File: config.mk
export PLATFORM = sky130hd
export DESIGN_NAME = osc_message_validator_unit
export DESIGN_NICKNAME = d
export VERILOG_FILES = /design/src/sv/omv_pkg.sv /design/src/sv/osc_message_validator_unit.sv
export SDC_FILE = /design/constraint.sdc
export NUM_CORES = 1
export LEC_CHECK = 0
export BUFFER_PORTS_ARGS = -buffer_cell sky130_fd_sc_hd__buf_2
export CELL_PAD_IN_SITES_DETAIL_PLACEMENT = 1
export CELL_PAD_IN_SITES_GLOBAL_PLACEMENT = 1
export CORE_MARGIN = 5
export CORE_UTILIZATION = 45
export DETAILED_ROUTE_END_ITERATION = 8
export PLACE_DENSITY = 0.86
export SETUP_SLACK_MARGIN = 0.05
export SLEW_MARGIN = 20
export SYNTH_ARGS = -nofsm -noshare
export SYNTH_HDL_FRONTEND = slang
export SYNTH_SLANG_ARGS = --single-unit
File: constraint.sdc
create_clock -name clk_i -period 11.6 [get_ports clk_i]
set_input_delay 0 -clock clk_i [delete_from_list [all_inputs] [get_ports clk_i]]
set_output_delay 0 -clock clk_i [all_outputs]
set_load 0.005 [all_outputs]
File: src/sv/omv_pkg.sv
// ----------------------------------------------------------------------------
// omv_pkg
// Types and constants for the OSC message validator.
// ----------------------------------------------------------------------------
package omv_pkg;

  localparam int unsigned MaxArgsDefault        = 8;
  localparam int unsigned MaxPacketBytesDefault = 1024;
  localparam int unsigned ResFifoDepth          = 4;

  localparam logic [7:0] CharComma = 8'h2C;
  localparam logic [7:0] CharInt   = 8'h69;
  localparam logic [7:0] CharStr   = 8'h73;
  localparam logic [7:0] CharFloat = 8'h66;
  localparam logic [7:0] CharNul   = 8'h00;

  localparam logic [9:0] AddrLenMax = 10'd1023;

  typedef enum logic [2:0] {
    PH_ADDR      = 3'd0,
    PH_ADDR_PAD  = 3'd1,
    PH_TAG_FIRST = 3'd2,
    PH_TAGS      = 3'd3,
    PH_TAG_PAD   = 3'd4,
    PH_ARGS      = 3'd5,
    PH_BODY      = 3'd6,
    PH_STR       = 3'd7
  } phase_e;

  typedef enum logic [2:0] {
    ST_OK          = 3'd0,
    ST_BAD_ADDR    = 3'd1,
    ST_TAG_UNTERM  = 3'd2,
    ST_NO_COMMA    = 3'd3,
    ST_TOO_MANY    = 3'd4,
    ST_UNKNOWN_TAG = 3'd5,
    ST_TRUNCATED   = 3'd6,
    ST_TRAILING    = 3'd7
  } status_e;

  typedef enum logic [1:0] {
    AT_INT32   = 2'd0,
    AT_STRING  = 2'd1,
    AT_FLOAT32 = 2'd2,
    AT_NONE    = 2'd3
  } arg_type_e;

  typedef enum logic {
    KIND_DESC   = 1'b0,
    KIND_STATUS = 1'b1
  } kind_e;

  typedef struct packed {
    kind_e      kind;
    logic [2:0] idx;
    logic [1:0] atype;
    logic [9:0] offset;
    logic [2:0] status;
    logic [9:0] addr_len;
    logic [3:0] count;
    logic       eor;
  } res_t;

endpackage

File: src/sv/osc_message_validator_unit.sv
// A result is written into the result queue when its request is accepted and is presented from the queue head.
// One request per cycle while the input is not stalled; the final byte of a packet may yield two results
// (descriptor then status), drained one per cycle from a four-entry result queue while the output is not stalled.
// The input stalls while fewer than two queue entries are free.
// Reset (rst_ni low, asynchronous) returns the parser to the address phase and
// empties the queue; the tag store is not cleared and is written before use.
// ----------------------------------------------------------------------------
// osc_message_validator_unit
// Byte-serial OSC message checker emitting argument descriptors and status.
// ----------------------------------------------------------------------------
module osc_message_validator_unit import omv_pkg::*; #(
  parameter int unsigned MAX_ARGS         = MaxArgsDefault,
  parameter int unsigned MAX_PACKET_BYTES = MaxPacketBytesDefault
) (
  input  logic       clk_i,
  input  logic       rst_ni,
  input  logic       in_valid_i,
  output logic       in_stall_o,
  input  logic [7:0] data_byte_i,
  input  logic       final_byte_i,
  output logic       out_valid_o,
  input  logic       out_stall_i,
  output logic       item_kind_o,
  output logic [2:0] arg_index_o,
  output logic [1:0] arg_type_o,
  output logic [9:0] arg_offset_o,
  output logic [2:0] status_o,
  output logic [9:0] address_length_o,
  output logic [3:0] tag_count_o,
  output logic       end_of_run_o
);

  localparam int unsigned CntW  = $clog2(MAX_ARGS + 1);
  localparam int unsigned IdxW  = (MAX_ARGS > 1) ? $clog2(MAX_ARGS) : 1;
  localparam int unsigned PosW  = $clog2(MAX_PACKET_BYTES + 1);
  localparam int unsigned FPtrW = $clog2(ResFifoDepth);
  localparam int unsigned FCntW = $clog2(ResFifoDepth + 1);

  localparam logic [CntW-1:0]  ArgsLimit = CntW'(MAX_ARGS);
  localparam logic [PosW-1:0]  PosLimit  = PosW'(MAX_PACKET_BYTES);
  localparam logic [FCntW-1:0] FifoFull2 = FCntW'(ResFifoDepth - 2);

  // parser state
  phase_e          phase_q, phase_d;
  logic [PosW-1:0] pos_q, pos_d;
  logic [9:0]      alen_q, alen_d;
  logic [CntW-1:0] ttot_q, ttot_d;
  logic [CntW-1:0] cur_q, cur_d;
  logic [1:0]      left_q, left_d;
  status_e         err_q, err_d;
  logic [1:0]      tag_store_q [MAX_ARGS];
  logic            tag_we;
  logic [1:0]      tag_wdata;

  // result queue
  res_t             fifo_q [ResFifoDepth];
  logic [FPtrW-1:0] wr_ptr_q, rd_ptr_q;
  logic [FCntW-1:0] fcnt_q;

  logic       accept, pop;
  logic       aligned, is_nul;
  logic [1:0] cur_type;
  logic       emit_desc;
  logic [1:0] n_res;
  res_t       desc_r, stat_r, res0, res1;

  logic [PosW+9:0] pos_ext;
  logic [CntW+2:0] cur_ext;
  logic [CntW+3:0] ttot_ext;

  assign accept   = in_valid_i && !in_stall_o;
  assign pop      = out_valid_o && !out_stall_i;
  assign aligned  = (pos_q[1:0] == 2'b11);
  assign is_nul   = (data_byte_i == CharNul);
  assign cur_type = tag_store_q[cur_q[IdxW-1:0]];

  assign pos_ext  = {10'd0, pos_q};
  assign cur_ext  = {3'd0, cur_q};
  assign ttot_ext = {4'd0, ttot_d};

  // next state
  always_comb begin
    phase_d   = phase_q;
    pos_d     = pos_q;
    alen_d    = alen_q;
    ttot_d    = ttot_q;
    cur_d     = cur_q;
    left_d    = left_q;
    err_d     = err_q;
    tag_we    = 1'b0;
    tag_wdata = AT_INT32;
    emit_desc = 1'b0;
    if (accept) begin
      if (err_q == ST_OK) begin
        if (pos_q >= PosLimit) begin
          err_d = ST_TRAILING;
        end else begin
          case (phase_q)
            PH_ADDR: begin
              if (is_nul) begin
                phase_d = aligned ? PH_TAG_FIRST : PH_ADDR_PAD;
              end else if (alen_q < AddrLenMax) begin
                alen_d = alen_q + 10'd1;
              end
            end
            PH_ADDR_PAD: begin
              if (aligned) phase_d = PH_TAG_FIRST;
            end
            PH_TAG_FIRST: begin
              if (data_byte_i == CharComma) phase_d = PH_TAGS;
              else err_d = ST_NO_COMMA;
            end
            PH_TAGS: begin
              if (is_nul) begin
                cur_d   = '0;
                phase_d = aligned ? PH_ARGS : PH_TAG_PAD;
              end else if (ttot_q >= ArgsLimit) begin
                err_d = ST_TOO_MANY;
              end else if (data_byte_i == CharInt) begin
                tag_we    = 1'b1;
                tag_wdata = AT_INT32;
              end else if (data_byte_i == CharStr) begin
                tag_we    = 1'b1;
                tag_wdata = AT_STRING;
              end else if (data_byte_i == CharFloat) begin
                tag_we    = 1'b1;
                tag_wdata = AT_FLOAT32;
              end else begin
                err_d = ST_UNKNOWN_TAG;
              end
              if (tag_we) ttot_d = ttot_q + CntW'(1);
            end
            PH_TAG_PAD: begin
              if (aligned) begin
                cur_d   = '0;
                phase_d = PH_ARGS;
              end
            end
            PH_ARGS: begin
              if (cur_q >= ttot_q || cur_q >= ArgsLimit) begin
                err_d = ST_TRAILING;
              end else begin
                emit_desc = 1'b1;
                if (cur_type != AT_STRING) begin
                  left_d  = 2'd3;
                  phase_d = PH_BODY;
                end else if (is_nul) begin
                  if (aligned) begin
                    cur_d   = cur_q + CntW'(1);
                    phase_d = PH_ARGS;
                  end else begin
                    left_d  = ~pos_q[1:0];
                    phase_d = PH_BODY;
                  end
                end else begin
                  phase_d = PH_STR;
                end
              end
            end
            PH_BODY: begin
              if (left_q != 2'd0) left_d = left_q - 2'd1;
              if (left_d == 2'd0) begin
                cur_d   = cur_q + CntW'(1);
                phase_d = PH_ARGS;
              end
            end
            PH_STR: begin
              if (is_nul) begin
                if (aligned) begin
                  cur_d   = cur_q + CntW'(1);
                  phase_d = PH_ARGS;
                end else begin
                  left_d  = ~pos_q[1:0];
                  phase_d = PH_BODY;
                end
              end
            end
            default: phase_d = PH_ADDR;
          endcase
        end
      end
      if (pos_q < PosLimit) pos_d = pos_q + PosW'(1);
      if (final_byte_i && err_d == ST_OK) begin
        if (phase_d == PH_ADDR || phase_d == PH_ADDR_PAD) begin
          err_d = ST_BAD_ADDR;
        end else if (phase_d == PH_TAG_FIRST || phase_d == PH_TAGS ||
                     phase_d == PH_TAG_PAD) begin
          err_d = ST_TAG_UNTERM;
        end else if (phase_d != PH_ARGS || cur_d < ttot_d) begin
          err_d = ST_TRUNCATED;
        end
      end
    end
  end

  // results of this request
  always_comb begin
    desc_r          = '0;
    desc_r.kind     = KIND_DESC;
    desc_r.idx      = cur_ext[2:0];
    desc_r.atype    = cur_type;
    desc_r.offset   = pos_ext[9:0];
    desc_r.status   = ST_OK;
    desc_r.addr_len = alen_d;
    desc_r.count    = ttot_ext[3:0];
    desc_r.eor      = 1'b0;

    stat_r          = '0;
    stat_r.kind     = KIND_STATUS;
    stat_r.status   = err_d;
    stat_r.addr_len = alen_d;
    stat_r.count    = ttot_ext[3:0];
    stat_r.eor      = 1'b1;

    res0  = emit_desc ? desc_r : stat_r;
    res1  = stat_r;
    n_res = {1'b0, emit_desc} + {1'b0, final_byte_i};
    if (!accept) n_res = 2'd0;
  end

  always_ff @(posedge clk_i or negedge rst_ni) begin
    if (!rst_ni) begin
      phase_q <= PH_ADDR;
      pos_q   <= '0;
      alen_q  <= '0;
      ttot_q  <= '0;
      cur_q   <= '0;
      left_q  <= '0;
      err_q   <= ST_OK;
    end else if (accept && final_byte_i) begin
      phase_q <= PH_ADDR;
      pos_q   <= '0;
      alen_q  <= '0;
      ttot_q  <= '0;
      cur_q   <= '0;
      left_q  <= '0;
      err_q   <= ST_OK;
    end else begin
      phase_q <= phase_d;
      pos_q   <= pos_d;
      alen_q  <= alen_d;
      ttot_q  <= ttot_d;
      cur_q   <= cur_d;
      left_q  <= left_d;
      err_q   <= err_d;
    end
  end

  always_ff @(posedge clk_i) begin
    if (tag_we) tag_store_q[ttot_q[IdxW-1:0]] <= tag_wdata;
  end

  // result queue
  always_ff @(posedge clk_i) begin
    if (n_res != 2'd0) fifo_q[wr_ptr_q] <= res0;
    if (n_res == 2'd2) fifo_q[wr_ptr_q + FPtrW'(1)] <= res1;
  end

  always_ff @(posedge clk_i or negedge rst_ni) begin
    if (!rst_ni) begin
      wr_ptr_q <= '0;
      rd_ptr_q <= '0;
      fcnt_q   <= '0;
    end else begin
      wr_ptr_q <= wr_ptr_q + FPtrW'(n_res);
      if (pop) rd_ptr_q <= rd_ptr_q + FPtrW'(1);
      fcnt_q <= fcnt_q + FCntW'(n_res) - FCntW'(pop);
    end
  end

  assign in_stall_o       = (fcnt_q > FifoFull2);
  assign out_valid_o      = (fcnt_q != '0);
  assign item_kind_o      = fifo_q[rd_ptr_q].kind;
  assign arg_index_o      = fifo_q[rd_ptr_q].idx;
  assign arg_type_o       = fifo_q[rd_ptr_q].atype;
  assign arg_offset_o     = fifo_q[rd_ptr_q].offset;
  assign status_o         = fifo_q[rd_ptr_q].status;
  assign address_length_o = fifo_q[rd_ptr_q].addr_len;
  assign tag_count_o      = fifo_q[rd_ptr_q].count;
  assign end_of_run_o     = fifo_q[rd_ptr_q].eor;

endmodule

# ---- After elaboration in Yosys (flattened, before gate mapping)
# Memory sizes are Yosys's and may differ from the RTL's.
# Index checks and enable logic that the tools add are counted.
dict set report totals {
  mem_bits_ro 0
  out_inout_bits 36
  word_cells 194
  register_bits 44
  latch_bits 0
  ramBits 152
  n_memories 2
}
# name depth width rd rd_clocked_by_memory_dff wr line
set mem_list {}
lappend mem_list {fifo_q 4 34 1 0 2 osc_message_validator_unit.sv:56} ;# res_t fifo_q [ResFifoDepth];
lappend mem_list {tag_store_q 8 2 1 0 1 osc_message_validator_unit.sv:51} ;# logic [1:0] tag_store_q [MAX_ARGS];
dict set report classes {
  n_shift 0
  reduce_logical 26
  n_div 0
  n_bitwise 1
  n_lt_le_gt_ge 8
  multipliers 0
  muxes 115
  add_sub_neg 11
  n_eq_ne 21
}
# operator count
set op_table {}
lappend op_table {{3-bit 2-to-1 mux} 31}
lappend op_table {{4-bit 2-to-1 mux} 19}
lappend op_table {{10-bit 2-to-1 mux} 7}
lappend op_table {{2-bit 2-to-1 mux} 25}
lappend op_table {{34-bit 2-to-1 mux} 1}
lappend op_table {{11-bit 2-to-1 mux} 3}
lappend op_table {{1-bit 2-to-1 mux} 25}
lappend op_table {{8-bit by 7-bit == test with 1-bit output (second input constant)} 3}
lappend op_table {{3-bit case mux with 8 select lines} 1}
lappend op_table {{4-bit case mux with 5 select lines} 1}
lappend op_table {{3-bit == test (second input constant)} 5}
lappend op_table {{3-bit by 2-bit == test with 1-bit output (second input constant)} 4}
lappend op_table {{3-bit logical NOT} 4}
lappend op_table {{11-bit by 1-bit adder with 11-bit output (second input constant)} 1}
lappend op_table {{11-bit >= comparator (second input constant)} 1}
lappend op_table {{11-bit < comparator (second input constant)} 1}
lappend op_table {{10-bit by 1-bit adder with 10-bit output (second input constant)} 1}
lappend op_table {{10-bit < comparator (second input constant)} 1}
lappend op_table {{2-bit nonzero test} 5}
lappend op_table {{3-bit case mux with 3 select lines} 1}
lappend op_table {{4-bit by 1-bit adder with 4-bit output (second input constant)} 2}
lappend op_table {{8-bit by 6-bit == test with 1-bit output (second input constant)} 1}
lappend op_table {{4-bit >= comparator (second input constant)} 2}
lappend op_table {{8-bit logical NOT} 1}
lappend op_table {{other kinds (23)} 36}

# ---- Longest topological paths before layout
# Gate-level depths: netlist (run 1).
dict set report depth {
  ltp_word 23
  mapped_depth 19
  depth_no_buf 17
}

# ---- Worst setup path after synthesis (run 1)
# No wires, ideal clock.
dict set report synth_path {
  path_type {register to register}
  from {register cur_q[0]}
  to {memory fifo_q[2][16] (netlist name), data pin}
  stages_incl_launch_ff 17
  path_buffers 2
  arrival_ns 3.978
  setup_time_ns 0.148
  slack_ns 7.474
  required_time_ns 11.452
  cell_sequence {dfrtp_1 > buf_6 > clkbuf_1 > inv_1 > ha_1 > or3b_2 > a21bo_2 > or3_1 > a41o_1 > nand2_1 > nand3_1 > ha_1 > a21o_1 > a21o_1 > o41ai_2 > o211ai_1 > a21oi_1}
}
# item line
set synth_rtl {}
lappend synth_rtl {{start, declared} osc_message_validator_unit.sv:48} ;# logic [CntW-1:0] cur_q, cur_d;
lappend synth_rtl {{start signal, assigned} osc_message_validator_unit.sv:243} ;# cur_q <= cur_d;
lappend synth_rtl {{end, declared} osc_message_validator_unit.sv:56}

==> results.md, run 1 <==
* Kind of critical path: flip-flop to flip-flop
* Post-synthesis cell count at 829
* Final Power at 0.00191 W
* DR vias at 7085
* Filler cell count at 2195
* Final wirelength at 26700 um
* Die height at 154 um
* Leakage power at 3.88 nW
* Num CTS Buffers at 17
* DR vias/cell at 6.23
* Clk buf depth at 2
* Warnings from Yosys at 0
* F_max at 192 MHz
* Antenna viol nets, final at 0
* Synth Net Count at 863
* Seq/Total Area, Yosys at 0.528
* Final setup violation count at 0
* DR DRC count at 0
* CTS tree: built
* Clock slew at reported path FFs at 0.07 ns
* Clk_skew at 0.0183 ns
* I/O Buffers at 48
* Global-route wire length before repair at 42600 um
* Hold Path Class: primary input to flip-flop
* WL/cell at 23.5 um
* Post-synth top area cell: edfxtp_1
* Drt pass-1 iters at 5
* FFs w/ async S/R, synth at 0.229
* Crit path required time at 11.88 ns
* Vias in the first global route at 7720
* Worst Reg-to-Reg Cells at 14
* Worst Setup End Kind: flip-flop
* Leading cell type in the layout, fill and taps excluded: nor2_1
* Hold Path Cell Cnt at 3
* Top cells by area, synth: edfxtp_1, dfxtp_1, dfrtp_1, mux4_2, a22o_1
* Crit path time final at 5.20 ns
* Die boundary width at 154 um
* Effective utilization at floorplan at 0.458
* PwrDens at 184 mW/mm^2
* Setup Total Neg Slack at 0 ns
* Sink Count at 192
* Crit start category: flip-flop
* Later-pin clock latency in the skew report at 0.44 ns
* Multi-input gate area at 0.00409 mm^2
* Synth cell types at 79
* VDD IR max at 0.121 mV
* Synth top area share at 0.272
* Initial detailed-routing violation count at 622
* Most frequent cells in the layout: nor2_1, edfxtp_1, dfxtp_1, nand2_1, a22o_1
* Rel. slew slack at 0.270
* Measured slew at the worst slew-check pin at 1.09 ns
* Max_cap viols at 0
* GRT overflow at 0
* Post-Layout Cell Count at 1137
* Fin crit share at 0.448
* I/O pin cnt at 49
* Synth Cell Area at 0.00929 mm^2
* Layout area overhead at 11.6%
* Placed Instances at 1102
* Root Buffer: clkbuf_16
* Post-synth top flop: edfxtp_1
* HPWL Detailed at 18100 um
* Antenna diode count at 0
* GRT Overall Usage at 0.228
* Row Count at 52
* Arr. time, crit path at 5.47 ns
* Pins Over Slew Limit at 0
* CP max FO at 30
* #FFs+latches synth at 192
* Outcome: finished clean
* Largest net degree at the start of global routing at 45
* H-tree levels at 4
* Final Hold Vio Count at 0
* Initial antenna violation count at 0
* Syn avg cell area at 11.2 um^2
* Gpl congestion at 0.903
* FF/Latch Area at 0.00491 mm^2
* Layout Nets at 888
* Core Region at 0.0203 mm^2
* Full die area at 0.0236 mm^2
* RSZ-0062 raised after global routing: no
* Layout cells sized above 1 at 0.173
* Number of enable flip-flop cells after synthesis at 84
==> cells by family (layout without fill, tap and decap cells) <==
group	count (synthesis)	after routing	share of synthesized area
fa+ha+maj	21	21	0.0291
simple gates	297	297	0.151
compound gates	180	180	0.143
flops	192	192	0.528
buf+inv	77	115	0.0325
mux	46	46	0.101
xor+xnor	16	16	0.0151
==> metrics by stage <==
step / setup WS, ns / hold slack, ns / utilization / cell area [um^2]
detailed placement: 6.54 / 0.154 / 0.479 / 9720
global route: 6.12 / 0.129 / 0.511 / 10400
floorplan: 7.47 / -0.296 / - / 9290
finish: 6.40 / 0.126 / 0.511 / 10400
global placement: 6.84 / 0.148 / 0.479 / 9720
CTS: 6.47 / 0.104 / 0.510 / 10400
==> cells in the mapped netlist, types with 9 or more instances <==
cell type	count
nand2_1	62
nor2_1	123
nand3_1	26
ha_1	20
o21ai_0	34
mux4_2	37
or3_1	12
dfrtp_1	44
xnor2_1	9
a21oi_1	29
edfxtp_1	84
inv_1	26
a22o_1	55
nor3_1	15
dfxtp_1	64
clkbuf_1	42
==> routing by layer <==
layer	track usage	part of all wire	up-vias
met1	0.281	0.41	3630
li1	-	-	3134
met5	0	0	-
met4	0.0988	0.037	0
met3	0.0422	0.050	76
met2	0.391	0.51	245
==> final timing paths <==
| path | from | to | slack [ns] |
|---|---|---|---|
| setup / recovery | cur_q[0] | fifo_q[3][16] | 6.40 |
| min in group asynchronous | rst_ni | pos_q[2] | 0.22 |
| max in group asynchronous | rst_ni | rd_ptr_q[1] | 10.89 |
| hold reg to reg | fifo_q[3][29] | fifo_q[3][29] | 0.48 |
| hold / removal | in_valid_i | wr_ptr_q[0] | 0.13 |
| setup reg to reg | cur_q[0] | fifo_q[3][16] | 6.40 |
==> state kept, by name (all words and copies together) (netlist names) <==
signal,cells
wr_ptr_q,2
alen_q,10
rd_ptr_q,2
cur_q,4
fcnt_q,3
phase_q,3
left_q,2
ttot_q,4
err_q,3
fifo_q,132
pos_q,11
tag_store_q,16
==> worst max-delay path, stage by stage (launching register included) <==
cell,delay (ns)
dfrtp_1,0.82
inv_1,0.21
ha_1,0.32
or3b_2,0.50
a21bo_2,0.25
nor2_1,0.20
nand2_1,0.21
inv_1,0.21
ha_1,0.32
nor2b_1,0.22
a21oi_1,0.07
or2_2,0.58
inv_1,0.69
nand2_1,0.25
a21oi_1,0.18
==> power by group <==
group | leakage [nW] | total, W | switching, W | internal, W
Sequential | 1.90 | 0.000883 | 0.000127 | 0.000756
Clock | 0.301 | 0.000616 | 0.000283 | 0.000333
Combinational | 1.68 | 0.000406 | 0.000219 | 0.000187
==> area by class of cell <==
type                       instances  share of cell area
tap                              270              0.0326
clock inverter                    13              0.0167
timing repair buffer              57              0.0304
multi-input combinational        560               0.395
sequential                       192               0.473
inverter                          26             0.00942
clock buffer                      19              0.0427
==> timing repair <==
| action | 4_1_cts | 5_1_grt |
|---|---|---|
| hold endpoints to repair | 48 | 0 |
| resized for setup | 0 | 0 |
| buffers inserted | 0 | 0 |
| hold buffers | 3 | 0 |
(Power assumes the default switching activity.)
==> run 2, diff against run 1 <==
ABC_AREA = 1   (was default)
CORE_UTILIZATION = 42   (was 45)
PLACE_DENSITY = 0.88   (was 0.86)
clock period = 4.5 ns   (was 11.6 ns; I/O delays follow)
==> run 2 against run 1 <==
- combinational power grew to 5.4 times the previous value
- maximum frequency grew 30%
- sequential power up 150%
- critical endpoint is now fcnt_q[2]
- largest power group unchanged
- highest routed layer unchanged
==> results.md, run 2 <==
* Die height at 160 um
* Crit start category: flip-flop
* GRT met2 Usage at 0.393
* VDD IR max at 0.239 mV
* Top cells by area, synth: edfxtp_1, dfxtp_1, dfrtp_1, nand2_1, o21ai_0
* Met1 Resource Use GR at 0.263
* Crit-path cells: inv_2 -> ha_1 -> nand4_1 -> nand3_1 -> nor2_4 -> nand3_1 -> inv_2 -> ha_1 -> inv_1 -> nor2_2 -> inv_1 -> ha_1 -> inv_1 -> ha_1 -> inv_1 -> fa_1 -> xnor2_1 -> xor2_1
* Vias in the first global route at 8660
* Layout area overhead at 11.6%
* Hold Path Cell Cnt at 4
* Leakage power at 4.35 nW
* Drt pass-1 iters at 4
* Clock slew at reported path FFs at 0.07 ns
* Gate power share at 0.377
* Synth top area share at 0.266
* Clk buf depth at 2
* Clock power frac at 0.246
* Commonest cells post-synth: nand2_1, nor2_1, o21ai_0
* Placed Instances at 1433
* GRT overflow at 0
* Critical R2R Capture: fcnt_q[2]
* Worst Reg-to-Reg Cells at 18
* Final Hold Vio Count at 0
* Fin crit share at 0.890
* Reg with most FFs: fifo_q
* Leading cell type in the layout, fill and taps excluded: nand2_1
* GRT Overall Usage at 0.220
* Arr. time, crit path at 4.36 ns
* Layout Nets at 1203
* Initial antenna violation count at 0
* FFs w/ async S/R, synth at 0.229
* F_max at 250 MHz
* Hold Path Class: primary input to flip-flop
* Final setup violation count at 0
* Slowest CP cell: dfrtp_1
* Number of enable flip-flop cells after synthesis at 84
* CTS tree: built
* Worst r2r src: cur_q[0]
* Synth cell types at 48
* #FFs+latches synth at 192
* H-tree levels at 4
* Crit path required time at 4.86 ns
* Core Region at 0.0224 mm^2
* WL/cell at 19.0 um
* DR vias/cell at 5.51
* CP max FO at 16
* Post-Layout Cell Count at 1467
* Post-synth top flop: edfxtp_1
* Warnings from Yosys at 0
* Sequential share of power at 0.377
* Layout cells sized above 1 at 0.136
* Full die area at 0.0257 mm^2
* HPWL Detailed at 18600 um
* Die boundary width at 160 um
* Clk_skew at 0.00957 ns
* Gpl congestion at 0.891
* Syn avg cell area at 8.43 um^2
* Later-pin clock latency in the skew report at 0.44 ns
* I/O Buffers at 48
* I/O pin cnt at 49
* Switching power at 0.00239 W
* DR vias at 8076
* PwrDens at 548 mW/mm^2
* Synth Net Count at 1159
* Post-synth top area cell: edfxtp_1
* Most frequent cells in the layout: nand2_1, nor2_1, o21ai_0, inv_1, edfxtp_1
* Switching Fraction at 0.412
* Pins Over Slew Limit at 0
* Crit path time final at 4.01 ns
* Hold path endpoint: cur_q[1]
* Worst Setup End Kind: flip-flop
* Worst hold start: in_valid_i
* Root Buffer: clkbuf_16
* Post-synthesis cell count at 1125
* Final wirelength at 27900 um
* Kind of critical path: flip-flop to flip-flop
* RSZ-0062 raised after global routing: no
* Setup Total Neg Slack at 0 ns
* Max reg flops at 132
* Filler cell count at 2717
* Sink Count at 192
* Synth Cell Area at 0.00948 mm^2
* Row Count at 55
* Outcome: finished clean
* DR DRC count at 0
* Antenna viol nets, final at 0
* Global-route wire length before repair at 45300 um
* Max_cap viols at 0
* Count leader, synth: nand2_1
* Num CTS Buffers at 17
* Rel. slew slack at 0.435
* Met3 usage at 0.0374
* Pint at 0.00341 W
* Largest net degree at the start of global routing at 47
* Slowest cell delay on critical path at 0.63 ns
* Antenna diode count at 0
* Initial detailed-routing violation count at 514
* Effective utilization at floorplan at 0.423
* Flop2flop setup slack at 0.49 ns
* Seq/Total Area, Yosys at 0.517
* Measured slew at the worst slew-check pin at 0.847 ns
* Post-cts sizing count at 0
* GRT Max-Usage Layer: met2
==> run 2: final cells by class <==
cell class,instances,area (um^2),share of cell area
Clock buffer,19,433,0.0409
Clock inverter,13,101,0.00958
Inverter,116,435,0.0412
Multi-Input combinational cell,773,3950,0.373
Sequential cell,192,4910,0.464
Tap cell,285,357,0.0337
Timing Repair Buffer,69,403,0.0381
==> run 2: what timing repair did <==
item	CTS	global route
hold endpoints to repair	46	0
setup buffers	0	0
hold buffers	2	0
==> run 2: how the worst max path moves through the flow <==
stage / from / endpoint / slack, ns / cells past startpoint
final: cur_q[0] / fcnt_q[2] / 0.49 / 18
after detailed placement: cur_q[0] / fcnt_q[2] / 0.61 / 18
after global placement: cur_q[0] / fcnt_q[2] / 0.78 / 18
after CTS: cur_q[0] / fcnt_q[2] / 0.49 / 18
after global routing: cur_q[0] / fcnt_q[2] / 0.19 / 18
after floorplan: ttot_q[2] / fcnt_q[2] / 1.14 / 21
==> run 2: power groups by stage <==
stage          Combinational [W]  Sequential [W]  Clock, W
2_1_floorplan            0.00146         0.00210         0
3_3_place_gp             0.00207         0.00220         0
3_5_place_dp             0.00214         0.00222         0
4_1_cts                  0.00219         0.00218   0.00144
5_1_grt                  0.00241         0.00221   0.00152
6_report                 0.00218         0.00219   0.00143
==> run 2: metrics by stage <==
step | instance area (um^2) | hold WS [ns] | setup WS (ns) | total power [W] | utilization
2_1_floorplan | 9480 | -0.296 | 1.14 | 0.00356 | -
3_3_place_gp | 10000 | 0.145 | 0.783 | 0.00427 | 0.446
3_5_place_dp | 10000 | 0.145 | 0.606 | 0.00436 | 0.446
4_1_cts | 10600 | 0.0882 | 0.490 | 0.00582 | 0.471
5_1_grt | 10600 | 0.106 | 0.194 | 0.00614 | 0.472
6_report | 10600 | 0.0889 | 0.494 | 0.00580 | 0.472
==> run 2: worst max-delay path, delay by kind of cell (launching register included) <==
family | cells | cell delay, ns
xor gates and xnor gates | 2 | 0.35
buffers and inverters | 6 | 0.77
DFF | 1 | 0.63
adders and majority gates | 5 | 1.33
and+or+nand+nor | 5 | 0.84
==> run 2: cells by family (layout without fill, tap and decap cells) <==
logic type | after synthesis | after routing | share of synthesized area
AOI/OAI and AO/OA | 233 | 233 | 0.134
xor gates and xnor gates | 17 | 17 | 0.0165
adders and majority gates | 21 | 21 | 0.0285
buffers and inverters | 160 | 217 | 0.0682
DFF | 192 | 192 | 0.517
muxes | 1 | 1 | 0.00106
and+or+nand+nor | 501 | 501 | 0.234
==> run 2: per-layer routing <==
metal / wire length, um / vias to the layer above / share of wire
met5: 0 / - / 0
met2: 14200 / 204 / 0.51
met4: 752 / 0 / 0.027
li1: - / 3841 / -
met1: 11700 / 3972 / 0.42
met3: 1160 / 59 / 0.042
==> run 3, diff against run 2 <==
==> constraint.sdc (replaced) <==
create_clock -name clk_i -period 4.5 [get_ports clk_i]
set_input_delay 0.225 -clock clk_i [delete_from_list [all_inputs] [get_ports clk_i]]
set_output_delay 0.225 -clock clk_i [all_outputs]
set_load 0.005 [all_outputs]
==> run 3 against run 2 <==
- setup slack improved by 0.017 ns
- sequential cell count did not move
- clock-buffer cell count did not move
- register-to-register slack improved by 0.02 ns
- sequential share of layout area barely moved
- sequential power barely moved
- hold slack improved by 0.045 ns
- maximum frequency rose by 0.43%
==> results.md, run 3 (same netlist as run 2, synthesis figures left out) <==
* Outcome: finished clean
* Effective utilization at floorplan at 0.423
* DR vias at 8102
* H-tree levels at 4
* Final Power at 0.00580 W
* CP max FO at 16
* CTS tree: built
* Final core occ at 0.471
* Final Hold Vio Count at 0
* Global-route wire length before repair at 45300 um
* Final WS setup at 0.511 ns
* Max reg flops at 132
* Most frequent cells in the layout: nand2_1, nor2_1, o21ai_0, inv_1, edfxtp_1
* GRT overflow at 0
* F_max at 251 MHz
* Core Region at 0.0224 mm^2
* Filler cell count at 2718
* Slowest cell delay on critical path at 0.62 ns
* GRT Overall Usage at 0.220
* Leakage power at 4.35 nW
* Die height at 160 um
* Sink Count at 192
* Kind of critical path: flip-flop to flip-flop
* PwrDens at 548 mW/mm^2
* Clk buf depth at 2
* DR DRC count at 0
* Pins Over Slew Limit at 0
* Post-CTS Setup Bufs at 0
* Crit-path cells: inv_2 -> ha_1 -> nand4_1 -> nand3_1 -> nor2_4 -> nand3_1 -> inv_2 -> ha_1 -> inv_1 -> nor2_2 -> inv_1 -> ha_1 -> inv_1 -> ha_1 -> inv_1 -> fa_1 -> xnor2_1 -> xor2_1
* Drt pass-1 iters at 5
* WL/cell at 19.0 um
* Post-place setup slack at 0.606 ns
* Max_cap viols at 0
* Largest net degree at the start of global routing at 47
* Row Count at 55
* VDD IR max at 0.240 mV
* Die boundary width at 160 um
* I/O pin cnt at 49
* Rel. slew slack at 0.430
* Hold Path Class: primary input to flip-flop
* DR vias/cell at 5.53
* Crit path time final at 3.99 ns
* Initial antenna violation count at 0
* Hold_buf cts at 1
* Antenna viol nets, final at 0
* Crit path required time at 4.86 ns
* Fin crit share at 0.886
* Clock slew at reported path FFs at 0.07 ns
* Crit start category: flip-flop
* Arr. time, crit path at 4.35 ns
* Later-pin clock latency in the skew report at 0.44 ns
* Root Buffer: clkbuf_16
* HPWL Detailed at 18600 um
* Layout area overhead at 11.5%
* Vias in the first global route at 8658
* Post-cts sizing count at 0
* Reg with most FFs: fifo_q
* Leading cell type in the layout, fill and taps excluded: nand2_1
* Measured slew at the worst slew-check pin at 0.856 ns
* Layout cells sized above 1 at 0.136
* Slowest CP cell: dfrtp_1
* Clk_skew at 0.00936 ns
* Initial detailed-routing violation count at 423
* Layout Nets at 1202
* I/O Buffers at 48
* Final wirelength at 27900 um
* Gpl congestion at 0.891
* Full die area at 0.0257 mm^2
* Worst Setup End Kind: flip-flop
* Antenna diode count at 0
* Num CTS Buffers at 17
* Final setup violation count at 0
* RSZ-0062 raised after global routing: no
* Setup Total Neg Slack at 0 ns
==> run 3: changes by cell type in the layout (fill, tap and decap cells not counted) <==
cell	previous run	this run
dlygate4sd3_1	2	1
==> run 3: critical path: cells and delay by family, from the launching register on <==
family	cells	cell delay (ns)
adders and majority gates	5	1.33
buffers and inverters	6	0.76
and+or+nand+nor	5	0.83
DFF	1	0.62
xor gates and xnor gates	2	0.35
==> run 3: metrics by stage <==
stage | cell area [um^2] | hold slack [ns] | cells
finish | 10600 | 0.134 | 1466
global route | 10600 | 0.141 | 1466
CTS | 10600 | 0.129 | 1466
detailed placement | 10000 | 0.370 | 1433
global placement | 10000 | 0.370 | 1433
floorplan | 9480 | -0.0706 | 1125
==> run 3: area by class of cell <==
cell class,instances,area [um^2],area share
multi-input cells,773,3950,0.373
clock inverters,13,101,0.00959
well taps,285,357,0.0337
inverters,116,435,0.0412
repair buffers,68,393,0.0372
clock buffers,19,433,0.0410
flip-flops and latches,192,4910,0.464
==> run 3: final timing paths <==
check	cells after the start	start	slack (ns)	to
max	18	cur_q[0]	0.51	fcnt_q[2]
min	3	out_stall_i	0.13	rd_ptr_q[0]
max reg2reg	18	cur_q[0]	0.51	fcnt_q[2]
min reg2reg	2	fifo_q[2][0]	0.45	fifo_q[2][0]
max in group asynchronous	3	rst_ni	3.57	rd_ptr_q[0]
min in group asynchronous	3	rst_ni	0.43	ttot_q[1]
==> run 3: routing by layer <==
| layer | part of all wire | track usage |
|---|---|---|
| met5 | 0 | 0 |
| met4 | 0.026 | 0.0868 |
| met3 | 0.040 | 0.0374 |
| met2 | 0.51 | 0.393 |
| met1 | 0.42 | 0.263 |
==> run 3: report_power, final <==
group          leakage (nW)  internal (W)  switching [W]
Sequential             1.93       0.00197       0.000213
Clock                 0.272      0.000721       0.000707
Combinational          2.15      0.000711        0.00147
